`src/design/nmf_pkg.sv`:
```
// ----------------------------------------------------------------------------
// nmf_pkg
// shared constants and types of the neighbor median filter
// ----------------------------------------------------------------------------
package nmf_pkg;

  localparam int MAX_SIDE_DEF   = 1024;
  localparam int PIXEL_BITS_DEF = 8;

  // frame size register
  localparam int                 CFG_W        = 11;
  localparam logic [CFG_W-1:0]   FRAME_RESET  = 11'd3;

  // job queue between front and back
  localparam int QDEPTH = 8;
  localparam int QAW    = $clog2(QDEPTH);

  // which results one input word causes, in emit order
  typedef struct packed {
    logic ab;    // previous row: left border, top-row pixel or window median
    logic rc;    // previous row: right border
    logic cur;   // last row: the word itself
    logic last;  // cur result closes the frame
  } emit_t;

  localparam int EMIT_W = $bits(emit_t);

endpackage

```
`src/design/nmf_back.sv`:
```
// ----------------------------------------------------------------------------
// nmf_back
// expands each job into its results and drives the output register
// ----------------------------------------------------------------------------
module nmf_back import nmf_pkg::*; #(
  parameter int MAX_SIDE   = MAX_SIDE_DEF,
  parameter int PIXEL_BITS = PIXEL_BITS_DEF,
  localparam int CW = $clog2(MAX_SIDE),
  localparam int PB = PIXEL_BITS
) (
  input  logic          clk_i,
  input  logic          rst_ni,
  input  logic          q_valid_i,
  output logic          q_pop_o,
  input  logic [PB-1:0] val_ab_i,
  input  logic [PB-1:0] val_rc_i,
  input  logic [PB-1:0] val_cur_i,
  input  logic [CW-1:0] row_i,
  input  logic [CW-1:0] col_ab_i,
  input  logic [CW-1:0] col_i,
  input  emit_t         emit_i,
  output logic          out_valid_o,
  input  logic          out_stall_i,
  output logic [PB-1:0] pixel_out_o,
  output logic [CW-1:0] out_row_o,
  output logic [CW-1:0] out_col_o,
  output logic          frame_last_o
);

  logic [PB-1:0] ab_q, rc_q, cur_q, pix_d;
  logic [CW-1:0] row_q, cab_q, col_q, orow_d, ocol_d;
  emit_t         m_q, m_d;
  logic          ov_q, out_free, busy, emit, last_d;

  assign out_free = !ov_q || !out_stall_i;
  assign busy     = m_q.ab || m_q.rc || m_q.cur;
  assign emit     = out_free && busy;

  always_comb begin
    m_d    = m_q;
    pix_d  = cur_q;
    orow_d = row_q;
    ocol_d = col_q;
    last_d = m_q.last;
    if (m_q.ab) begin
      pix_d  = ab_q;
      orow_d = row_q - 1'b1;
      ocol_d = cab_q;
      last_d = 1'b0;
      if (emit) m_d.ab = 1'b0;
    end else if (m_q.rc) begin
      pix_d  = rc_q;
      orow_d = row_q - 1'b1;
      last_d = 1'b0;
      if (emit) m_d.rc = 1'b0;
    end else if (emit) begin
      m_d.cur = 1'b0;
    end
    // refill as soon as the current job is spent
    q_pop_o = q_valid_i && !(m_d.ab || m_d.rc || m_d.cur);
  end

  always_ff @(posedge clk_i or negedge rst_ni) begin
    if (!rst_ni) begin
      m_q  <= '0;
      ov_q <= 1'b0;
    end else begin
      m_q <= q_pop_o ? emit_i : m_d;
      if (out_free) ov_q <= emit;
    end
  end

  always_ff @(posedge clk_i) begin
    if (q_pop_o) begin
      ab_q  <= val_ab_i;
      rc_q  <= val_rc_i;
      cur_q <= val_cur_i;
      row_q <= row_i;
      cab_q <= col_ab_i;
      col_q <= col_i;
    end
    if (emit) begin
      pixel_out_o  <= pix_d;
      out_row_o    <= orow_d;
      out_col_o    <= ocol_d;
      frame_last_o <= last_d;
    end
  end

  assign out_valid_o = ov_q;

endmodule

```
`config.mk`:
```
export PLATFORM = sky130hd
export DESIGN_NAME = nmf_back
export DESIGN_NICKNAME = d
export VERILOG_FILES = /design/src/design/nmf_pkg.sv /design/src/design/nmf_back.sv
export SDC_FILE = /design/constraint.sdc
export NUM_CORES = 1
export LEC_CHECK = 0
export BUFFER_PORTS_ARGS = -buffer_cell sky130_fd_sc_hd__buf_2
export CAP_MARGIN = 20
export CORE_MARGIN = 5
export CORE_UTILIZATION = 45
export CTS_CLUSTER_SIZE = 28
export DETAILED_ROUTE_END_ITERATION = 10
export PLACE_DENSITY = 0.7
export SETUP_SLACK_MARGIN = 0.15
export SYNTH_ARGS = -nofsm -noshare
export SYNTH_HDL_FRONTEND = slang
export SYNTH_SLANG_ARGS = --single-unit
```
`constraint.sdc`:
```
create_clock -name clk_i -period 9.1 [get_ports clk_i]
set_clock_uncertainty 0.2 [all_clocks]
set_input_delay 1.365 -clock clk_i [delete_from_list [all_inputs] [get_ports clk_i]]
set_output_delay 1.365 -clock clk_i [all_outputs]
set_load 0.01 [all_outputs]
```
# [Word level (Yosys, flattened, before mapping)]
# Cells that the tools add are included.
[totals] register_bits=88 inputBits=62 output_inout_bits=31
[op_classes] add_sub_neg=1 muxes=12 n_reduce_logical=11
[ops] operator="10-bit 2-to-1 mux" count=3
[ops] operator="8-bit 2-to-1 mux" count=2
[ops] operator="10-bit by 1-bit subtractor with 10-bit output (second input constant)" count=1
[ops] operator="1-bit logical OR" count=5
[ops] operator="1-bit 2-to-1 mux" count=5
[ops] operator="4-bit 2-to-1 mux" count=1
[ops] operator="1-bit logical NOT" count=3
[ops] operator="1-bit logical AND" count=2
[ops] operator="2-bit 2-to-1 mux" count=1
[ops] operator="2-bit OR reduction" count=1

# [Logic depth before layout (Yosys ltp)]
[depth] ltp_word=11 depth_mapped=5

# [Worst setup path before layout]
# OpenSTA, ideal clock, no wires.
[synth_path] path_type="input to output" from="input out_stall_i" to="output q_pop_o" arrival_ps=4397 path_slack_ps=3138 stages=4 n_path_buf=1 path_cell_list="clkbuf_1 -> a221oi_1 -> a21oi_1 -> nor2b_1"
[synth_between] elab_chain_len=10
[synth_lines] element="start: declaration" line="nmf_back.sv:23" text="input logic out_stall_i,"
[synth_lines] element="1-bit logical NOT *" line="nmf_back.sv:35" text="assign out_free = !ov_q || !out_stall_i;"
[synth_lines] element="1-bit logical OR *" line="nmf_back.sv:35"
[synth_lines] element="1-bit logical AND *" line="nmf_back.sv:37" text="assign emit = out_free && busy;"
[synth_lines] element="1-bit 2-to-1 mux" line="nmf_back.sv:50, nmf_back.sv:55"
[synth_lines] element="1-bit 2-to-1 mux" line="nmf_back.sv:51" text="end else if (m_q.rc) begin"
[synth_lines] element="2-bit 2-to-1 mux" line="nmf_back.sv:45" text="if (m_q.ab) begin"
[synth_lines] element="1-bit logical OR" line="nmf_back.sv:60" text="q_pop_o = q_valid_i && !(m_d.ab || m_d.rc || m_d.cur);"
[synth_lines] element="1-bit logical OR *" line="nmf_back.sv:60"
[synth_lines] element="1-bit logical NOT *" line="nmf_back.sv:60"
[synth_lines] element="1-bit logical AND *" line="nmf_back.sv:60"
[synth_lines] element="end: declaration" line="nmf_back.sv:14" text="output logic q_pop_o,"
# Every way passes the cells marked *; elsewhere a longest branch is shown, timed or not.

# [Final worst setup path]
# Ends and elaborated chain as after synthesis.

==> metrics.cfg <==
[logic_synthesis]
yosysSeqAreaShare_pct = 78.7
syn_inst = 192
synth_edf_count = 83
synth_async_sr_flop_share_pct = 5.68
syn_nets = 255
avgSynthCellArea_um2 = 17.3
ys_warn_count = 0
syn_area_um2 = 3330
synth.distinct_cells = 36
ys_ff_latch = 88
ys.flop_type = edfxtp_1

[finish]
layout_commonest_cell = buf_2
final_layout_size_suffix_gt1_share_pct = 42.3
areaGrowthSynthToFinish_pct = 23.7
num-fill-cells = 618
final_cells = 392
fin_area_um2 = 4120
antennaDiodeCount = 0
nNetsFinal = 351
register_area_um2 = 2620
multi_input_area_um2 = 661
utilization_pct = 57.0
layout_common_cells = buf_2 (92), edfxtp_1 (83), nand2_1 (17)

[floorplanning]
dieArea_um2 = 9210
std_cell_rows = 31
die_y_um = 96.0
die_w_um = 96.0
start_util_pct = 46.1
pin_count = 93
core_area_um2 = 7210

[sta]
tns_ns = 0
fmax_mhz = 263
relSlewSlack_pct = 52.2
rsz0062_at_grt = no
finalSetupViolCount = 0
whs_ns = 0.336
fin_crit_sh_pct = 41.8
drv_slew = 0
fin_crit_ns = 3.80
tightest_slew_ns = 0.717
finalWorstSetupSlack_ns = 5.30
hold_viol_final = 0

[power_and_ir_drop]
p_sw_mw = 0.401
power.density_nw_per_um2 = 322
pwr-share-comb_pct = 25.2
p_leak_nw = 1.58
power_frac_clock_pct = 21.6
total_power_mw = 1.32
intPower_mw = 0.923
swShare_pct = 30.3
vdd_drop_max_uv = 156
p_seq_share_pct = 53.1

[global_routing]
grt_pass1_wl_um = 9060
gr-total-overflow = 0
gr-usage-all-layers_pct = 13.4
grt_pass1_vias = 1880
grt_max_degree = 55
antenna_found_initial = 0

[worst_setup_path]
worst_ep_arrival_time_ns = 2.24
crit_type = input pin to primary output
slowest_delay_ns = 0.28
path_max_fanout = 8
startpoint_type = input pin
endpoint_kind = primary output
crit_required_ns = 7.54
crit_chain = buf_2, a221oi_1, a21oi_1, nor2b_4, buf_2
cpMostUsedCell = buf_2
cp_slowest_cell = a221oi_1

[routing]
drt_pass1_iterations = 4
wire_per_inst_um = 14.6
drtIter0Drc = 129
vias = 1842
wl_um = 5700
routed_via_density = 4.70
drtAntennaViolNets = 0
remaining_drc_errors = 0

[clocking]
cts_max_level = 3
clock-sinks = 88
cts_root_buffer = clkbuf_8
post_cts_resize_count = 0
path_clk_slew_ns = 0.08
clock_latency_ns = 0.34
cts.path.max_buffers = 2
cts_tree = yes
cts-buffers-inserted = 9
holdBufCountCts = 0
postCtsSetupBuffers = 0

[place]
placedCellCount = 376
placed_area_um2 = 3900
routabilityCongestion = 0.753
io_buffers = 92
hpwl_um = 4180
dp_slack_ns = 5.30

[min_path]
holdCritPathClass = flop to flop

[outcome]
run_status = finished clean

[job]
maxCapViolations = 0

==> registers in the layout, indices dropped and copies added, names as in the netlist, 3 cells and up <==
register,flops
row_q,10
cab_q,10
col_q,10
ab_q,8
out_row_o,10
out_col_o,10
rc_q,8
m_q,3
pixel_out_o,8
cur_q,8
==> synthesized netlist by cell type (3+ instances only) <==
library cell	instances	area share, %
xnor2_1	6	1.6
dfrtp_1	5	3.8
xor2_1	3	0.79
edfxtp_1	83	75
buf_2	5	0.75
o21ai_1	9	1.4
nor3_1	3	0.45
inv_1	3	0.34
nor2_1	3	0.34
nand2_1	17	1.9
mux2_2	10	3.4
a21oi_1	3	0.45
nand3_1	6	0.90
mux2i_1	8	2.4
clkbuf_1	5	0.56
==> cell type report <==
| class | instances | share of cell area, % |
|---|---|---|
| Sequential cell | 88 | 63.6 |
| Clock buffer | 9 | 3.01 |
| Clock inverter | 7 | 2.31 |
| Timing Repair Buffer | 95 | 11.7 |
| Inverter | 3 | 0.274 |
| Tap cell | 99 | 3.01 |
| Multi-Input combinational cell | 91 | 16.1 |
==> power by group through the flow <==
stage	sequential [mW]	combinational, mW	clock, mW
final	0.704	0.334	0.286
after detailed placement	0.715	0.341	0
after global routing	0.720	0.371	0.313
after global placement	0.711	0.334	0
after floorplan	0.723	0.202	0
after CTS	0.707	0.342	0.297
==> path summary, 6_finish.rpt <==
| path | from | to | slack (ns) | depth (start not counted) |
|---|---|---|---|---|
| worst max-delay path | out_stall_i | q_pop_o | 5.30 | 5 |
| min in group asynchronous | rst_ni | m_d[0] | 0.62 | 1 |
| max in group asynchronous | rst_ni | m_q[3] | 7.94 | 1 |
| worst min register to register | ab_q[1] | pixel_out_o[1] | 0.34 | 2 |
| worst min-delay path | ab_q[1] | pixel_out_o[1] | 0.34 | 2 |
| worst max register to register | m_q[3] | row_q[0] | 6.37 | 5 |
==> logic make-up after synthesis <==
kind of cell | after synthesis | synth area share, %
AOI/OAI and AO/OA | 23 | 4.33
xor gates and xnor gates | 9 | 2.37
adders and majority gates | 1 | 0.376
buffers and inverters | 13 | 1.66
DFF | 88 | 78.7
muxes | 18 | 5.79
and+or+nand+nor | 40 | 6.77
==> routing by layer <==
layer	routed length, µm	vias to the layer above	global-route usage (%)
met5	0	-	0
met4	51	0	5.69
met3	360	5	4.07
met2	2920	61	22.6
met1	2370	857	15.8
li1	-	919	-
==> critical path: cells and delay by family <==
family	cells	cell delay, ns
and+or+nand+nor	1	0.16
buffers and inverters	2	0.29
AOI/OAI and AO/OA	2	0.42
Power figures use the tool's default switching activity.
