<file path="config.mk">
export PLATFORM = sky130hd
export DESIGN_NAME = nmf_queue
export DESIGN_NICKNAME = d
export VERILOG_FILES = /design/src/design/nmf_pkg.sv /design/src/design/nmf_queue.sv
export SDC_FILE = /design/constraint.sdc
export NUM_CORES = 1
export LEC_CHECK = 0
export BUFFER_PORTS_ARGS = -buffer_cell sky130_fd_sc_hd__buf_2
export CORE_MARGIN = 2
export CORE_UTILIZATION = 66
export CTS_BUF_LIST = sky130_fd_sc_hd__clkbuf_4 sky130_fd_sc_hd__clkbuf_8
export DETAILED_ROUTE_END_ITERATION = 6
export HOLD_SLACK_MARGIN = 0.12
export PLACE_DENSITY = 0.87
export SLEW_MARGIN = 25
export SYNTH_ARGS = -nofsm -noshare
export SYNTH_HDL_FRONTEND = slang
export SYNTH_SLANG_ARGS = --single-unit
</file>
<file path="constraint.sdc">
create_clock -name clk_i -period 6.7 [get_ports clk_i]
set_input_delay 0.335 -clock clk_i [delete_from_list [all_inputs] [get_ports clk_i]]
set_output_delay 0.335 -clock clk_i [all_outputs]
set_load 0.05 [all_outputs]
</file>
<file path="src/design/nmf_pkg.sv">
// ----------------------------------------------------------------------------
// nmf_pkg
// shared constants and types of the neighbor median filter
// ----------------------------------------------------------------------------
package nmf_pkg;

  localparam int MAX_SIDE_DEF   = 1024;
  localparam int PIXEL_BITS_DEF = 8;

  // frame size register
  localparam int                 CFG_W        = 11;
  localparam logic [CFG_W-1:0]   FRAME_RESET  = 11'd3;

  // job queue between front and back
  localparam int QDEPTH = 8;
  localparam int QAW    = $clog2(QDEPTH);

  // which results one input word causes, in emit order
  typedef struct packed {
    logic ab;    // previous row: left border, top-row pixel or window median
    logic rc;    // previous row: right border
    logic cur;   // last row: the word itself
    logic last;  // cur result closes the frame
  } emit_t;

  localparam int EMIT_W = $bits(emit_t);

endpackage

</file>
<file path="src/design/nmf_queue.sv">
// ----------------------------------------------------------------------------
// nmf_queue
// short job queue between the front and the back
// ----------------------------------------------------------------------------
module nmf_queue import nmf_pkg::*; #(
  parameter int W = 8
) (
  input  logic           clk_i,
  input  logic           rst_ni,
  input  logic           push_i,
  input  logic [W-1:0]   wdata_i,
  input  logic           pop_i,
  output logic [W-1:0]   rdata_o,
  output logic           valid_o,
  output logic [QAW:0]   count_o
);

  logic [W-1:0]   ent_q [QDEPTH];
  logic [QAW-1:0] wp_q, rp_q;
  logic [QAW:0]   cnt_q;
  logic           do_pop;

  assign do_pop  = pop_i && (cnt_q != '0);
  assign valid_o = cnt_q != '0;
  assign rdata_o = ent_q[rp_q];
  assign count_o = cnt_q;

  always_ff @(posedge clk_i or negedge rst_ni) begin
    if (!rst_ni) begin
      wp_q  <= '0;
      rp_q  <= '0;
      cnt_q <= '0;
    end else begin
      if (push_i) wp_q <= wp_q + 1'b1;
      if (do_pop) rp_q <= rp_q + 1'b1;
      cnt_q <= cnt_q + (QAW+1)'(push_i) - (QAW+1)'(do_pop);
    end
  end

  always_ff @(posedge clk_i) begin
    if (push_i) ent_q[wp_q] <= wdata_i;
  end

endmodule

</file>
-- Yosys cells after proc, flatten, opt, wreduce, memory -nomap -nowiden
Memories as Yosys holds them, arrays and structs flattened.
Index checks and enable logic that the tools add are counted.
Widths: inputs -> output; s select.
- register bits: 10
- memory bits (writable): 64
- input bits: 12
- output and inout port bits: 13
- memories kept: 1
- add/sub/neg operators: 4
- multiplexer cells: 2
- reduce and logical (&&, ||, !) cells: 2
- memories (memory ; words ; bits a word ; rd ports ; clocked after memory_dff ; wr ports ; RTL line ; text):
    ent_q ; 8 ; 8 ; 1 ; 0 ; 1 ; nmf_queue.sv:18 ; logic [W-1:0] ent_q [QDEPTH];
- operators by type and width (operator ; number):
    $add 3x1->3 const B ; 2
    $add 4x1->4 ; 1
    $reduce_bool 4->1 ; 1
    $sub 4x1->4 ; 1
    $mux 1 ; 2
    $logic_and 1x1->1 ; 1

-- Logic depth before layout (Yosys ltp)
Gate-level depths: netlist of run 1.
- depth in word-level cells: 3
- gate-level depth with buffers: 11
- mapped depth without buffers: 11

-- Worst setup path after synthesis of run 1
Ideal clock, no wire load.
- path kind: register to register
- start: register cnt_q[2], in the netlist count_o[2]
- end: register cnt_q[2], in the netlist count_o[2]
- arrival time: 2651 ps
- required time: 6577 ps
- setup slack: 3926 ps
- stages on the path, launching flop included: 12
- path buffers: 0
- path through: dfrtp_1 > inv_1 > ha_1 > or3b_2 > nand2_1 > inv_1 > ha_1 > inv_1 > ha_1 > inv_1 > fa_1 > xnor2_1
- cells in the longest elaborated chain, start to end: 3
- RTL lines (element ; RTL line ; text):
    start: declaration ; nmf_queue.sv:20 ; logic [QAW:0] cnt_q;
    start signal: assignment ; nmf_queue.sv:36 ; cnt_q <= cnt_q + (QAW+1)'(push_i) - (QAW+1)'(do_pop);
    $reduce_bool 4->1 ; - ;
    named net valid_o ; nmf_queue.sv:14 ; output logic valid_o,
    $logic_and 1x1->1 ; nmf_queue.sv:23 ; assign do_pop = pop_i && (cnt_q != '0);
    named net do_pop ; nmf_queue.sv:21 ; logic do_pop;
    $sub 4x1->4 ; nmf_queue.sv:36 ;
The timed path passes the listed nets, and every way through them passes these cells.
A chain may end at the register's enable or synchronous reset.

-- Worst setup path in the final report of run 1
- start: register rp_q[0]
- end: output port rdata_o[0]
- cells in the longest elaborated chain, start to end: 1
- RTL lines (element ; RTL line ; text):
    start: declaration ; nmf_queue.sv:19 ; logic [QAW-1:0] wp_q, rp_q;
    start signal: assignment ; nmf_queue.sv:35 ; if (do_pop) rp_q <= rp_q + 1'b1;
    $mem_v2 8x8 ; - ;
    end: declaration ; nmf_queue.sv:13 ; output logic [W-1:0] rdata_o,
No other way between the ends.

==> results.md, run 1 <==
- Outcome: complete, no violations
- Worst vdd ir: 354 uV
- NetSw: a little under 600 uW
- Sw frac: 35.9%
- P&R area growth vs syn: 12.9%
- CP Depth: 3
- Grt total ovfl: 0
- Delay-heaviest family, CP: multiplexers
- WP buf/inv: 1
- Post-CTS Setup Inserts: 0
- Overall die width: 71.8 um
- Worst EP arrival: 2440 ps
- PwrDens: between 400 and 500 nW/um2
- DRC violations left: 0
- Adder-cell share of the synthesized area: 3.54%
- Last weighted congestion value of the routability-driven placer: 0.775
- Root buffer cell: clkbuf_8
- Final Setup Violations: 0
- Comb pwr share: 35.7%
- Met1 wire length: a little under 2000 um
- Die ar.: around 5200 um2
- Kind of critical path: register to output port
- DPL Wire Length: 3050 um
- Worst skew pair latency: 340 ps
- Yosys warning total: 0
- Register area share after synthesis: 71.6%
- CTS tree: yes
- Cell variety after synth: 22
- Hold Path Sink: ent_q[1][4]$_DFFE_PP_
- Syn Inst Count: ~150
- Die Ht: 71.8 um
- Crit path cell chain: mux4_1 > mux2_2 > buf_2
- Worst reg-to-reg path cell count: 11
- DR top layer: met4
- Post-synth EDFFs: 64
- Clk_skew: 8.84 ps
- Initial antenna violation count: 0
- Mapped Avg Cell Area: 20.6 um2
- Drt pass-1 iters: 4
- FFs w/ async S/R, synth: roughly 14%
- Largest family of logic cells by synthesized area: multiplexers
- XOR/XNOR Fraction of Synth Area: 1.73%
- Num Clock Sinks: 74
- Critical Path Source Type: register
- Period utilisation layout: between 40% and 50%
- Port bufs: 24
- Min-Delay Path Depth: 1
- DRT Wirelength: approximately 4800 um
- Post-Synth Simple-Gate Area: roughly 2.6%
- Least-Margin Pin Slew: 893 ps
- Worst hold path type: input port to register
- CP Max Fanout: 18
- Floorplan core area: 4380 um2
- Nets: 200
- Tot GR Track Use: around 22%
- Hold Vio Cnt, Final: 0
- Syn Nets: 167
- Filler Cells Inserted: 242
- CP Capture Type: output port
- Mapped Area: 3040 um2
- Num CTS Buffers: 9
- R2R Setup Slk: roughly 4200 ps
- Fraction of layout cells with a size suffix above 1: 28.6%
- Via count: 1,407
- Starting DRC count in detailed routing: ~150
- RSZ-0062 raised after global routing: false
- CTS Buffer Depth: 2
- #FFs+latches synth: 74
- P_leak: 1.29 nW
- Largest net degree at the start of global routing: 19
- Fmax achieved: 0.361 GHz
- Setup TNS: 0 ps
- WP data required: roughly 6400 ps
- Compound-Gate Fraction of Synth Area: 0.412%
- DR vias/cell: around 5.9
- Clock-pin slew on the worst setup and hold paths: 70 ps
- Initial core utilization: 69.2%
- Mux cell area share after synthesis: between 10% and 20%
- Max Cap Viol: 0
- Main flop type after synthesis: edfxtp_1
- Drt wl/cell: 20.4 um
- Slew Viols, Final: 0
- IO Pins: 25
- Int Power: 1.06 mW
- Final antenna-violating net count: 0
- Length of routed met3 wiring: 226 um
- Sequential Power Share: 41.5%
- Tmin final: 2770 ps
- Met2 WL: 2510 um
- FP Rows: 24
- Min Hold Slack: 264 ps
- Worst reg2reg path endpoint: count_o[2]$_DFF_PN0_
- Hold Startpoint: wdata_i[4]
- CP peak stage delay: 930 ps
- Max_slew headroom: 40.5%
- Origin of the critical flop-to-flop path: count_o[2]$_DFF_PN0_
- Antenna cells: 0
- Slowest stage cell, crit path: dfrtp_1
- Clock Power Share: 22.8%
- First-pass GRT wire length: 7660 um
- Clock H-tree levels: 3
- Vias in the first global route: 1,477
-- per-layer routing --
metal,global-route usage (%),up-vias
li1,-,649
met1,27.9,710
met2,35.8,37
met3,5.20,11
met4,11.5,0
met5,0,-
-- worst max-delay path by stage --
stage | from | end
floorplan | count_o[2]$_DFF_PN0_ | count_o[2]$_DFF_PN0_
global placement | count_o[2]$_DFF_PN0_ | count_o[2]$_DFF_PN0_
detailed placement | count_o[2]$_DFF_PN0_ | count_o[2]$_DFF_PN0_
CTS | rp_q[0]$_DFFE_PN0P_ | rdata_o[0]
global route | rp_q[0]$_DFFE_PN0P_ | rdata_o[0]
finish | rp_q[0]$_DFFE_PN0P_ | rdata_o[0]
-- power groups by stage --
stage	clock network [mW]	logic, mW	registers [mW]
floorplan	0	0.491	0.677
global placement	0	0.572	0.689
detailed placement	0	0.594	0.696
CTS	0.386	0.598	0.687
global route	0.404	0.635	0.701
finish	0.377	0.591	0.686
-- through the flow --
step           utilization (%)  power, mW  cells  instance area, um2  worst slack, ps
2_1_floorplan                -       1.17    147                3040             3930
3_3_place_gp              72.8       1.26    220                3190             4300
3_5_place_dp              72.8       1.29    220                3190             4170
4_1_cts                   78.2       1.67    237                3430             3920
5_1_grt                   78.2       1.74    237                3430             3850
6_report                  78.2       1.65    237                3430             3930
-- synthesized netlist by cell type, drive strengths merged (3+ instances only) --
cell type | count | share of area (%)
nand2 | 4 | 0.49
nor2 | 6 | 0.74
buf | 4 | 1.3
edfxtp | 64 | 63
ha | 7 | 2.9
nand2b | 3 | 0.62
dfrtp | 10 | 8.2
mux2 | 10 | 3.7
xnor2 | 4 | 1.2
mux4 | 16 | 14
inv | 9 | 1.1
-- flip-flops by register name, indices dropped and copies added (netlist names) --
register,cells
ent_q,64
count_o,4
rp_q,3
wp_q,3
-- area by class of cell --
type	instances	area, um2	area share [%]
flip-flops and latches	74	2170	63.4
multi-input cells	59	786	22.9
clock buffers	13	160	4.67
repair buffers	27	145	4.24
clock inverters	3	65.1	1.90
well taps	52	65.1	1.90
inverters	9	33.8	0.986
-- logic make-up (layout without fill, tap and decap cells) --
group                      Yosys count  count (layout)
AOI/OAI and AO/OA                    2               2
xor gates and xnor gates             6               6
adders and majority gates            8               8
buffers and inverters               14              52
DFF                                 74              74
muxes                               26              26
and+or+nand+nor                     17              17
-- layout by cell type (no fill, tap or decap), types with 3 or more instances in the layout --
cell	Yosys	final
edfxtp_1	64	64
ha_1	7	7
buf_2	1	24
nand2_1	4	4
dfrtp_1	10	10
clkbuf_4	0	3
xnor2_1	4	4
nor2_1	6	6
nand2b_1	3	3
inv_1	9	9
mux4_1	16	16
mux2_2	10	10
clkbuf_8	0	10
-- repair_timing --
item | in CTS | in global routing
hold buffers | 1 | 0
endpoints found under the hold margin | 10 | 0
resized for setup | 0 | 0
(Power assumes the default switching activity.)
==> run 2: changes to the inputs <==
- CORE_UTILIZATION: 66 -> 61
- PLACE_DENSITY: 0.87 -> 0.81
- clock period: 6.7 -> 2.81 ns (I/O delays scaled with it)
==> run 2 against run 1 <==
  * Clock power is 130% higher
  * Combinational power rose to 2.6 times the previous value
  * Die area rose by 7.7%
  * Core utilization decreased by 3.7 points
  * Flip-flop and latch count unchanged
  * Register-to-register slack worse by 3900 ps
  * Routed wire length increased by 5.6%
  * Hold slack worse by 65 ps
  * Critical path depth grew 8
  * Global-route usage is 0.58 points lower
  * Cell area grew 3.4%
  * Critical endpoint is now count_o[2]$_DFF_PN0_
  * Highest routed layer unchanged
==> results.md, run 2 (synthesized netlist as in run 1, its figures left out) <==
- Outcome: complete, no violations
- FP Rows: 25
- Least-Margin Pin Slew: 964 ps
- Setup TNS: 0 ps
- Most frequent cells in the layout: 64 x edfxtp_1, 24 x buf_2, 16 x mux4_1, 11 x dlygate4sd3_1
- Met3 Usage GRT: 5.69%
- CTS tree: yes
- Vias in the first global route: 1,519
- Initial core utilization: a little under two thirds
- RSZ-0062 raised after global routing: false
- CP Max Fanout: 3
- CTS resizes: 0
- Worst skew pair latency: roughly 330 ps
- Max reg flops: 64
- Met1 GRT Util: 27.4%
- Finished Core Util: about three quarters
- Grt total ovfl: 0
- Worst vdd ir: 747 uV
- Antenna cells: 0
- Critical Path Source Type: register
- GR Util met2: between 30% and 40%
- DPL Wire Length: 3160 um
- Tot GR Track Use: 21.4%
- Final antenna-violating net count: 0
- IO Pins: 25
- Worst reg-to-reg path cell count: 11
- Starting DRC count in detailed routing: between 100 and 150
- Port bufs: 24
- P_leak: 1.33 nW
- Fmax achieved: 0.390 GHz
- Tmin final: 2560 ps
- Area occupied by registers: between 2000 and 2500 um2
- Last weighted congestion value of the routability-driven placer: 0.677
- DRT Wirelength: just over 5000 um
- Floorplan core area: 4750 um2
- Clk_skew: 6.64 ps
- CP Capture Type: register
- Area occupied by multi-input gates: 786 um2
- Max Cap Viol: 0
- Largest net degree at the start of global routing: 18
- Reg with most FFs: ent_q
- Drt wl/cell: 19.4 um
- GRT Max-Usage Layer: met2
- Num CTS Buffers: 9
- First-pass GRT wire length: roughly 7900 um
- Die Ht: 74.5 um
- CTS Buffer Depth: 2
- Hold Vio Cnt, Final: 0
- Final Setup Violations: 0
- Drt pass-1 iters: 4
- DR vias/cell: between 5 and 6
- P&R area growth vs syn: 16.7%
- DP Worst Slack: 332 ps
- Fraction of layout cells with a size suffix above 1: 26.5%
- Worst hold path type: input port to async pin
- WP data required: 3040 ps
- DRC violations left: 0
- Worst EP arrival: 2790 ps
- Clock-pin slew on the worst setup and hold paths: 70 ps
- Die ar.: 5560 um2
- Filler Cells Inserted: about 290
- Nets: 212
- PwrDens: 1120 nW/um2
- Kind of critical path: register to register
- Commonest non-fill, non-tap cell in the layout: edfxtp_1
- Root buffer cell: clkbuf_8
- Period utilisation layout: between 90 and 100%
- Via count: around 1,500
- Num Clock Sinks: 74
- Final setup margin: 248 ps
- Overall die width: 74.5 um
- Initial antenna violation count: 0
- Slew Viols, Final: 0
- Max_slew headroom: 35.5%
- Clock H-tree levels: 3
-- run 2: cell types whose count changed in the layout (fill, tap and decap cells not counted), sizes merged --
cell         before  now
dlygate4sd3       1   11
clkinv            1    2
clkbuf           13   11
buf              26   28
-- run 2: through the flow --
stage                     hold WS, ps  power [mW]  cell area [um2]  std cells
after global routing              217        4.15             3540        263
after CTS                         192        3.97             3540        263
after global placement           2.49        3.03             3230        237
final                             198        3.95             3540        263
after detailed placement         11.7        3.11             3230        237
after floorplan                  -155        2.79             3040        147
-- run 2: layout make-up --
| class | instances | share of cell area [%] |
|---|---|---|
| Multi-Input combinational cell | 59 | 22.2 |
| Sequential cell | 74 | 61.3 |
| Tap cell | 67 | 2.37 |
| Inverter | 9 | 0.954 |
| Clock inverter | 4 | 1.91 |
| Clock buffer | 11 | 3.92 |
| Timing Repair Buffer | 39 | 7.35 |
-- run 2: worst max-delay path, cell delays in order (launching register included) --
cell and delay (ps):
dfrtp_1 390, inv_1 100, ha_1 160, or3b_2 480
nand2_1 150, inv_1 70, ha_1 270, inv_1 70
ha_1 180, inv_1 60, fa_1 390, xnor2_1 140
-- run 2: worst paths after layout --
check	startpoint	end	slack (ps)
setup / recovery	count_o[2]$_DFF_PN0_	count_o[2]$_DFF_PN0_	250
hold / removal	rst_ni	rp_q[1]$_DFFE_PN0P_	200
setup reg to reg	count_o[2]$_DFF_PN0_	count_o[2]$_DFF_PN0_	250
hold reg to reg	wp_q[0]$_DFFE_PN0P_	wp_q[0]$_DFFE_PN0P_	590
max in group asynchronous	rst_ni	wp_q[2]$_DFFE_PN0P_	2410
min in group clk_i	wp_q[0]$_DFFE_PN0P_	wp_q[0]$_DFFE_PN0P_	590
-- run 2: layer usage --
metal / up-vias / share of wire [%]
met5: - / 0
met4: 0 / 1.0
met3: 5 / 5.5
met2: 57 / 55
met1: 740 / 39
li1: 675 / -
-- run 2: what timing repair did --
action,CTS,global route
hold endpoints to repair,76,0
hold buffers,11,0
setup buffers,0,0
-- run 2: where the power goes --
part           internal (mW)  switching, mW  total [mW]
clock                  0.509          0.347       0.856
combinational          0.592          0.923        1.51
sequential              1.42          0.163        1.58
total                   2.52           1.43        3.95
